## src/sv/hdm_pkg.sv

```systemverilog
package hdm_pkg;

  // Field and register widths.
  localparam int unsigned DistW     = 32;
  localparam int unsigned RowTotalW = 17;
  localparam int unsigned ColTotalW = 11;
  localparam int unsigned CfgDataW  = 17;
  localparam int unsigned CfgIdxW   = 1;

  // Configuration register indexes.
  localparam logic [CfgIdxW-1:0] RegRowTotal    = 1'd0;
  localparam logic [CfgIdxW-1:0] RegColumnTotal = 1'd1;

  typedef logic [DistW-1:0] dist_t;

  // The two directed distances of one finished matrix.
  typedef struct packed {
    dist_t a_to_b;
    dist_t b_to_a;
  } result_t;

  function automatic dist_t min_dist(input dist_t a, input dist_t b);
    min_dist = (a < b) ? a : b;
  endfunction

  function automatic dist_t max_dist(input dist_t a, input dist_t b);
    max_dist = (a > b) ? a : b;
  endfunction

endpackage

```

## src/sv/hdm_cell.sv

```systemverilog
// One entry of the column minimum line. On every element transfer the line
// moves one place towards the head, and the tail cell takes the new minimum.
module hdm_cell (
  input  logic                 clk_i,
  input  logic                 advance_i,
  input  logic                 is_tail_i,
  input  hdm_pkg::dist_t       neighbour_i,
  input  hdm_pkg::dist_t       new_min_i,
  output hdm_pkg::dist_t       value_o
);

  hdm_pkg::dist_t value_q;
  hdm_pkg::dist_t value_d;

  // Take the new minimum at the tail, otherwise the value of the next cell.
  always_comb begin
    value_d = value_q;
    if (advance_i) begin
      value_d = is_tail_i ? new_min_i : neighbour_i;
    end
  end

  // The line holds no meaningful value until row zero has filled it.
  always_ff @(posedge clk_i) begin
    value_q <= value_d;
  end

  assign value_o = value_q;

endmodule

```

## config.mk

```make
export PLATFORM = sky130hd
export DESIGN_NAME = hdm_cell
export DESIGN_NICKNAME = d
export VERILOG_FILES = /design/src/sv/hdm_pkg.sv /design/src/sv/hdm_cell.sv
export SDC_FILE = /design/constraint.sdc
export NUM_CORES = 1
export LEC_CHECK = 0
export BUFFER_PORTS_ARGS = -buffer_cell sky130_fd_sc_hd__clkbuf_2
export CAP_MARGIN = 20
export CORE_ASPECT_RATIO = 0.7
export CORE_UTILIZATION = 41
export CTS_CLUSTER_DIAMETER = 200
export DETAILED_ROUTE_END_ITERATION = 6
export MAX_ROUTING_LAYER = met4
export PLACE_DENSITY = 0.78
export SLEW_MARGIN = 20
export SYNTH_ARGS = -nofsm -noshare
export SYNTH_HDL_FRONTEND = slang
export SYNTH_SLANG_ARGS = --single-unit
```

## constraint.sdc

```tcl
create_clock -name clk_i -period 0.9 [get_ports clk_i]
set_input_delay 0.045 -clock clk_i [delete_from_list [all_inputs] [get_ports clk_i]]
set_output_delay 0.045 -clock clk_i [all_outputs]
set_load 0.1 [all_outputs]
```

==> flow_summary_export.csv <==
group,metric,value,unit
global_routing,grt_use_total,18.4,%
timing,fin_crit_sh,106,%
layout,diodes,0,
setup_path,criticalPathCategory,"register to output port",
setup_path,start_kind,"register",
detailed_routing,drc_errors,0,
place,place_area,2530,µm²
layout,utilization,74.4,%
run,cap_viol_max_count,0,
floorplan,start_util,42.8,%
floorplan,die_y,52.7,µm
floorplan,io_pins,99,
power,power,4910,µW
global_routing,grt_pass1_wl,4660,µm
hold_path,hold_path.class,"input port to register",
clock_network,cts-root-to-sink-buffers,2,
timing,rsz0062_at_grt,"true",
setup_path,cp_max_fo,1,
synth,synth_cell_types,5,
layout,syn2layout_area_growth,73.7,%
detailed_routing,dr_total_vias,982,
global_routing,overflow,0,
detailed_routing,postRouteAntennaNets,0,
synth,async_reset_ff_share,0,%
global_routing,grt_max_degree,33,
timing,slew_violations,0,
place,portBuffers,98,
synth,synth_area_leader_cell,"edfxtp_1",
setup_path,arrival,0.91,ns
clock_network,numCtsBuffers,5,
setup_path,crit_path_end_kind,"output port",
global_routing,grt_util_met3,7.50,%
outcome,violations,"setup timing",
timing,relSlewSlack,87.9,%
place,place_congestion,0.670,
timing,min_period,0.955,ns
synth,syn_inst,68,
floorplan,die_w,74.4,µm
setup_path,max_stage_delay,0.43,ns
detailed_routing,drt_iter0_markers,7,
layout,final_area,2620,µm²
layout,fillers,231,
clock_network,cts.clk_slew.worst_paths,0.07,ns
synth,netlist.area_leader.share,63.8,%
global_routing,gr-usage-met1,16.9,%
synth,synth_seq_cells,32,
detailed_routing,drt_wl_total,3250,µm
synth,synth_common_cells,"edfxtp_1 (32), mux2_4 (30), buf_12 (3)",
timing,worstMarginPinSlew,0.181,ns
global_routing,grt_use_met2,32.6,%
place,dp_hpwl,2680,µm
layout,drive_gt1_share,79.9,%
layout,largest_register_ffs,32,
clock_network,postCtsHoldBufs,0,
floorplan,row_count,18,
synth,synth-main-ff-cell,"edfxtp_1",
power,irDropWorstVdd,1350,µV
outcome,status,"finished, violations left",
clock_network,cts_tree,"yes",
layout,final_nets,240,
detailed_routing,drt_pass1_iterations,5,
synth,synth_most_common_cell,"edfxtp_1",
synth,yosysWarningCount,0,
global_routing,grt_antenna_before_repair,0,
timing,holdWs,0.0633,ns
global_routing,top_usage_layer,"met2",
setup_path,cp_num_buf_inv,1,
synth,synth_edf_count,32,
setup_path,crit_slowest_cell,"edfxtp_1",
setup_path,required,0.85,ns
synth,ys_seq_area_share,63.8,%
timing,hold_viol_final,0,
detailed_routing,viasPerCell,4.38,
timing,fmax,1.05,GHz
clock_network,root_buffer,"clkbuf_8",
timing,finalSetupTns,-0.973,ns
power,power_leakage,0.00122,µW
power,p_per_area,1880,nW/µm²
synth,syn-num-nets,135,
global_routing,grt_pass1_vias,981,
floorplan,die_area,3920,µm²
synth,synth.top_cells.by_area,"edfxtp_1 (64%), mux2_4 (30%), buf_12 (4.0%), mux2_2 (1.5%), buf_6 (0.75%)",
timing,timing.final.ws_setup,-0.0548,ns
clock_network,cts_resized,0,
setup_path,cp_top_family,"flip-flops",
synth,netlist_area,1510,µm²
synth,syn_avg_cell_area,22.1,µm²
clock_network,htree_levels,2,
setup_path,crit_chain,"buf_12",
detailed_routing,avgRoutedWirePerCell,14.5,µm
timing,setup_viol,32,
floorplan,coreArea,3510,µm²
clock_network,cts.sinks,32,
==> final cells by class <==
cell class / instances / area, µm² / share of cell area, %
timing repair buffer: 102 / 1040 / 39.7
sequential: 32 / 961 / 36.7
multi-input combinational: 32 / 473 / 18.1
clock buffer: 7 / 76.3 / 2.92
tap: 50 / 62.6 / 2.39
clock inverter: 1 / 3.75 / 0.144
==> final timing paths <==
check	depth (start not counted)	from	endpoint
worst max-delay path	1	value_o[25]$_DFFE_PP_	value_o[25]
worst min-delay path	2	new_min_i[7]	value_o[7]$_DFFE_PP_
==> kinds of logic after synthesis <==
logic type,after synthesis,synth area share (%)
DFF,32,63.8
muxes,32,31.4
buffers and inverters,4,4.74
==> layer usage <==
| metal | share of wire [%] | up-vias |
|---|---|---|
| met5 | 0 | - |
| met4 | 0.71 | 0 |
| met3 | 10 | 2 |
| met2 | 55 | 55 |
| met1 | 34 | 451 |
| li1 | - | 474 |
==> through the flow <==
| stage | instances | setup slack [ns] |
|---|---|---|
| global placement | 216 | -0.0528 |
| floorplan | 68 | -0.0490 |
| global route | 224 | -0.0837 |
| finish | 224 | -0.0548 |
| detailed placement | 216 | -0.0771 |
| CTS | 224 | -0.0860 |
==> placed cells by master (no fill, tap or decap), drive strengths merged <==
| cell type | n |
|---|---|
| mux2 | 32 |
| clkinv | 1 |
| edfxtp | 32 |
| clkbuf | 73 |
| buf | 36 |
==> what timing repair did <==
action                     CTS  global route
pin swaps                    0             0
gates cloned                 0             0
buffers inserted             0             0
setup endpoints to repair   32            32
==> power by group <==
| part | internal [µW] | switching [µW] |
|---|---|---|
| logic | 782 | 1170 |
| clock network | 538 | 499 |
| registers | 1810 | 111 |
Power figures use the tool's default switching activity.
