===== src/sv/hdm_pkg.sv =====
package hdm_pkg;

  // Field and register widths.
  localparam int unsigned DistW     = 32;
  localparam int unsigned RowTotalW = 17;
  localparam int unsigned ColTotalW = 11;
  localparam int unsigned CfgDataW  = 17;
  localparam int unsigned CfgIdxW   = 1;

  // Configuration register indexes.
  localparam logic [CfgIdxW-1:0] RegRowTotal    = 1'd0;
  localparam logic [CfgIdxW-1:0] RegColumnTotal = 1'd1;

  typedef logic [DistW-1:0] dist_t;

  // The two directed distances of one finished matrix.
  typedef struct packed {
    dist_t a_to_b;
    dist_t b_to_a;
  } result_t;

  function automatic dist_t min_dist(input dist_t a, input dist_t b);
    min_dist = (a < b) ? a : b;
  endfunction

  function automatic dist_t max_dist(input dist_t a, input dist_t b);
    max_dist = (a > b) ? a : b;
  endfunction

endpackage


===== src/sv/hdm_result_buf.sv =====
// Output register with one skid entry, so a result can be accepted while
// an earlier one is still waiting to be taken.
module hdm_result_buf (
  input  logic                 clk_i,
  input  logic                 rst_ni,
  input  logic                 push_i,
  input  hdm_pkg::result_t     push_data_i,
  input  logic                 out_stall_i,
  output logic                 out_valid_o,
  output logic                 full_o,
  output hdm_pkg::result_t     out_data_o,
  output hdm_pkg::dist_t       symmetric_o
);

  logic             out_valid_q, out_valid_d;
  logic             skid_valid_q, skid_valid_d;
  hdm_pkg::result_t out_data_q, out_data_d;
  hdm_pkg::result_t skid_data_q, skid_data_d;

  // Refill the output register from the skid entry first, then from a push.
  always_comb begin
    out_valid_d  = out_valid_q;
    skid_valid_d = skid_valid_q;
    out_data_d   = out_data_q;
    skid_data_d  = skid_data_q;
    if (!out_valid_q || !out_stall_i) begin
      if (skid_valid_q) begin
        out_valid_d  = 1'b1;
        out_data_d   = skid_data_q;
        skid_valid_d = push_i;
        skid_data_d  = push_data_i;
      end else begin
        out_valid_d  = push_i;
        out_data_d   = push_data_i;
      end
    end else if (push_i) begin
      skid_valid_d = 1'b1;
      skid_data_d  = push_data_i;
    end
  end

  // Valid flags are reset; the data registers need not be.
  always_ff @(posedge clk_i or negedge rst_ni) begin
    if (!rst_ni) begin
      out_valid_q  <= 1'b0;
      skid_valid_q <= 1'b0;
    end else begin
      out_valid_q  <= out_valid_d;
      skid_valid_q <= skid_valid_d;
    end
  end

  always_ff @(posedge clk_i) begin
    out_data_q  <= out_data_d;
    skid_data_q <= skid_data_d;
  end

  assign out_valid_o = out_valid_q;
  assign full_o      = skid_valid_q;
  assign out_data_o  = out_data_q;
  assign symmetric_o = hdm_pkg::max_dist(out_data_q.a_to_b, out_data_q.b_to_a);

endmodule


===== config.mk =====
export PLATFORM = sky130hd
export DESIGN_NAME = hdm_result_buf
export DESIGN_NICKNAME = d
export VERILOG_FILES = /design/src/sv/hdm_pkg.sv /design/src/sv/hdm_result_buf.sv
export SDC_FILE = /design/constraint.sdc
export NUM_CORES = 1
export LEC_CHECK = 0
export BUFFER_PORTS_ARGS = -buffer_cell sky130_fd_sc_hd__buf_2
export CORE_AREA = 2 2 104 156
export DETAILED_ROUTE_END_ITERATION = 12
export DIE_AREA = 0 0 106 158
export SLEW_MARGIN = 20
export SYNTH_ARGS = -nofsm -noshare
export SYNTH_HDL_FRONTEND = slang
export SYNTH_SLANG_ARGS = --single-unit

===== constraint.sdc =====
create_clock -name clk_i -period 8.3 [get_ports clk_i]
set_input_delay 0.83 -clock clk_i [delete_from_list [all_inputs] [get_ports clk_i]]
set_output_delay 0.83 -clock clk_i [all_outputs]
set_load 0.005 [all_outputs]

==> summary.txt <==
Clocking
  • Num CTS Buffers: 17
  • Worst-Skew Late Latency: 0.41 ns
  • Hold Buf Count CTS: 0
  • H-tree depth: 4
  • Root buffer cell: clkbuf_16
  • Clock sinks: 130
  • CTS-repair resized insts: 0
  • CTS clk-pin slew, worst paths: 0.05 ns
  • Post-CTS Setup Inserts: 0
  • Max Buffers Root-to-Sink: 2
  • CTS tree: yes

Yosys
  • Synth Area in Compound Gates: 3.18%
  • Syn_area_per_cell: 16.9 um2
  • Adder-Cell Fraction of Synth Area: 6.66%
  • Synth unique cells: 34
  • XOR/XNOR Fraction of Synth Area: 0%
  • Yosys warning total: 0
  • Fraction of registers with async set/reset: 1.54%
  • Largest family of logic cells by synthesized area: multiplexers
  • Number of synthesized flops with an enable pin: 128
  • Synth Area in Simple Gates: 2.41%
  • Synthesized area: 6020 um2
  • Main flop type after synthesis: edfxtp_1
  • Sequential-to-total area share from yosys stat: 64.7%
  • Area contributors post-synth: edfxtp_1 64%, mux2_2 12%, mux2_4 7.5%, ha_1 6.7%, inv_1 2.0%
  • Post-synth top area cell: edfxtp_1
  • Post-Synthesis Cells: 355
  • Mux cell area share after synthesis: 20.0%
  • List of most frequent post-synthesis cells: 128 x edfxtp_1, 65 x mux2_2, 32 x ha_1, 32 x inv_1, 30 x mux2_4
  • Post-synthesis sequential element count: 130
  • Syn_nets: 455
  • Top-count cell post-synth: edfxtp_1
  • Top-area cell type share of the netlist area: 63.9%

STA
  • Final min period: 4.55 ns
  • Fin. Hold Viols: 0
  • Max Slew Vio Count: 0
  • Setup ws final: 3.75 ns
  • RSZ-0062 raised after global routing: no
  • Worst-Margin Slew: 0.946 ns
  • Clock skew: 0.00838 ns
  • Count of final setup violators: 0
  • Fin crit share: 54.8%
  • Setup TNS: 0 ns
  • Max_slew headroom: 36.9%
  • Top achievable clock speed: 220 MHz

Placed design
  • Routability cong.: 0.808
  • Setup WS pre-CTS: 4.09 ns
  • Port Buf Inserts: 165
  • Cell Count Post-Placement: 715
  • Area after DPL: 7060 um2
  • Detailed-placement wirelength estimate: 9170 um

Critical path
  • CP Cell Sequence: ha_1 -> nand4_1 -> nor4_1 -> nand3_1 -> a22oi_4 -> buf_4 -> mux2_1 -> buf_2
  • CP Class: register to primary output
  • Crit path buf inv count: 2
  • Crit-path leading delay family: simple AND/OR/NAND/NOR gates
  • CP max stage delay: 0.70 ns
  • Slowest cell on crit path: a22oi_4
  • Worst EP arrival: 3.72 ns
  • Setup crit end kind: primary output
  • CP Data Required Time: 7.47 ns
  • Worst Path Max Fanout: 19
  • Startpoint types: register

Power
  • PD cells: 264 nW/um2
  • Peak supply drop: 0.155 mV
  • Comb power frac: 20.4%
  • Flop pwr share: 43.3%
  • Sw frac: 25.0%
  • Clock power frac: 36.3%
  • Lkg Pwr: 3.27 nW
  • Net switching power: 0.503 mW
  • Pwr Total: 2.02 mW
  • Int Power: 1.51 mW

Layout
  • Final Cell Area: 7640 um2
  • Finished Layout Cells: 749
  • Layout area overhead: 27.1%
  • Fraction of layout cells with a size suffix above 1: 54.0%
  • Final-stage net count: 631
  • FILL cells: 1,382

Global routing
  • Vias in the first global route: 3,702
  • Largest net degree at the start of global routing: 66
  • GRT overflow: 0
  • First-pass GRT wire length: 19,800 um
  • Tot GR Track Use: 15.9%
  • Initial antenna violation count: 2

Route
  • Via/cell ratio: 4.84
  • Drt wl/cell: 17.4 um
  • DRC Markers: 0
  • Final Routed Wirelength: 13,000 um
  • First DRT Iteration DRCs: 123
  • Routed via count: 3,622
  • First-pass DRT Iterations: 4
  • Antenna Violating Nets Remaining: 0

Floorplan
  • Initial Util: 38.8%
  • Die Wd: 106 um
  • Row count: 56
  • Die height: 158 um
  • Num ports: 166
  • Core area: 15,500 um2
  • Die ar.: 16,700 um2

Worst hold path
  • Tightest Hold Check Type: input pin to asynchronous set/reset pin

Run
  • Number of max-cap violations: 0

Outcome
  • Status: finished clean
-- logic make-up (layout without fill, tap and decap cells) --
| logic type | count (synthesis) | in the layout |
|---|---|---|
| flip-flops | 130 | 130 |
| multiplexers | 97 | 97 |
| adder cells (fa/ha/maj) | 32 | 32 |
| AND/OR/NAND/NOR | 24 | 24 |
| AO/OA/AOI/OAI | 30 | 30 |
| buffers and inverters | 42 | 231 |
| other | 0 | 2 |
-- layer usage --
layer / vias to the layer above / routed length (um) / global-route usage, %
li1: 1726 / - / -
met1: 1776 / 5020 / 16.8
met2: 105 / 7170 / 29.5
met3: 15 / 595 / 4.32
met4: 0 / 212 / 6.89
met5: - / 0 / 0
-- path summary, 6_finish.rpt --
path / to / cells past startpoint / startpoint / slack [ns]
setup / recovery: symmetric_o[0] / 8 / out_data_o[63] / 3.75
hold / removal: out_valid_o / 1 / rst_ni / 0.20
setup reg to reg: skid_data_q[5] / 2 / full_o / 5.59
hold reg to reg: out_data_o[55] / 1 / skid_data_q[55] / 0.54
max in group asynchronous: full_o / 1 / rst_ni / 7.99
min in group clk_i: out_data_o[55] / 1 / skid_data_q[55] / 0.54
-- stage by stage --
step,util (%),hold slack [ns]
2_1_floorplan,-,0.523
3_3_place_gp,45.6,0.529
3_5_place_dp,45.6,0.532
4_1_cts,49.3,0.179
5_1_grt,49.4,0.178
6_report,49.4,0.202
-- cell type report --
type / instances / area [um2] / area share, %
clock inverters: 12 / 140 / 1.83
inverters: 32 / 120 / 1.57
flip-flops and latches: 130 / 3890 / 50.9
clock buffers: 20 / 437 / 5.71
diodes: 2 / 5.00 / 0.0655
repair buffers: 167 / 841 / 11.0
well taps: 203 / 254 / 3.32
multi-input cells: 183 / 1950 / 25.5
-- flip-flops by register name, summed over array words and instances, names as in the netlist --
register	count
full_o	1
out_data_o	64
skid_data_q	64
out_valid_o	1
-- cell usage in the layout (no fill, tap or decap), drive strengths merged --
cell	Yosys	layout
o221a	1	1
nor2	1	1
nand3	3	3
a22oi	1	1
nand4	7	7
mux2	97	97
diode	0	2
o21a	1	1
o211ai	1	1
clkinv	0	8
a21oi	16	16
clkbuf	4	20
nor4	1	1
and4	1	1
nor2b	1	1
buf	6	167
nand2b	1	1
edfxtp	128	128
a211oi	1	1
or4	1	1
nor3	2	2
o21ai	4	4
a21o	2	2
bufinv	0	3
dfrtp	2	2
a31oi	1	1
inv	32	32
nand2	6	6
ha	32	32
clkinvlp	0	1
a21boi	2	2
-- power groups by stage --
stage               Sequential, mW  Clock [mW]  Combinational [mW]
global placement             0.884           0               0.413
CTS                          0.875       0.751               0.422
global route                 0.883       0.780               0.455
floorplan                    0.872           0               0.269
finish                       0.873       0.732               0.410
detailed placement           0.888           0               0.420
No activity file was read; power rests on OpenSTA's default activity.
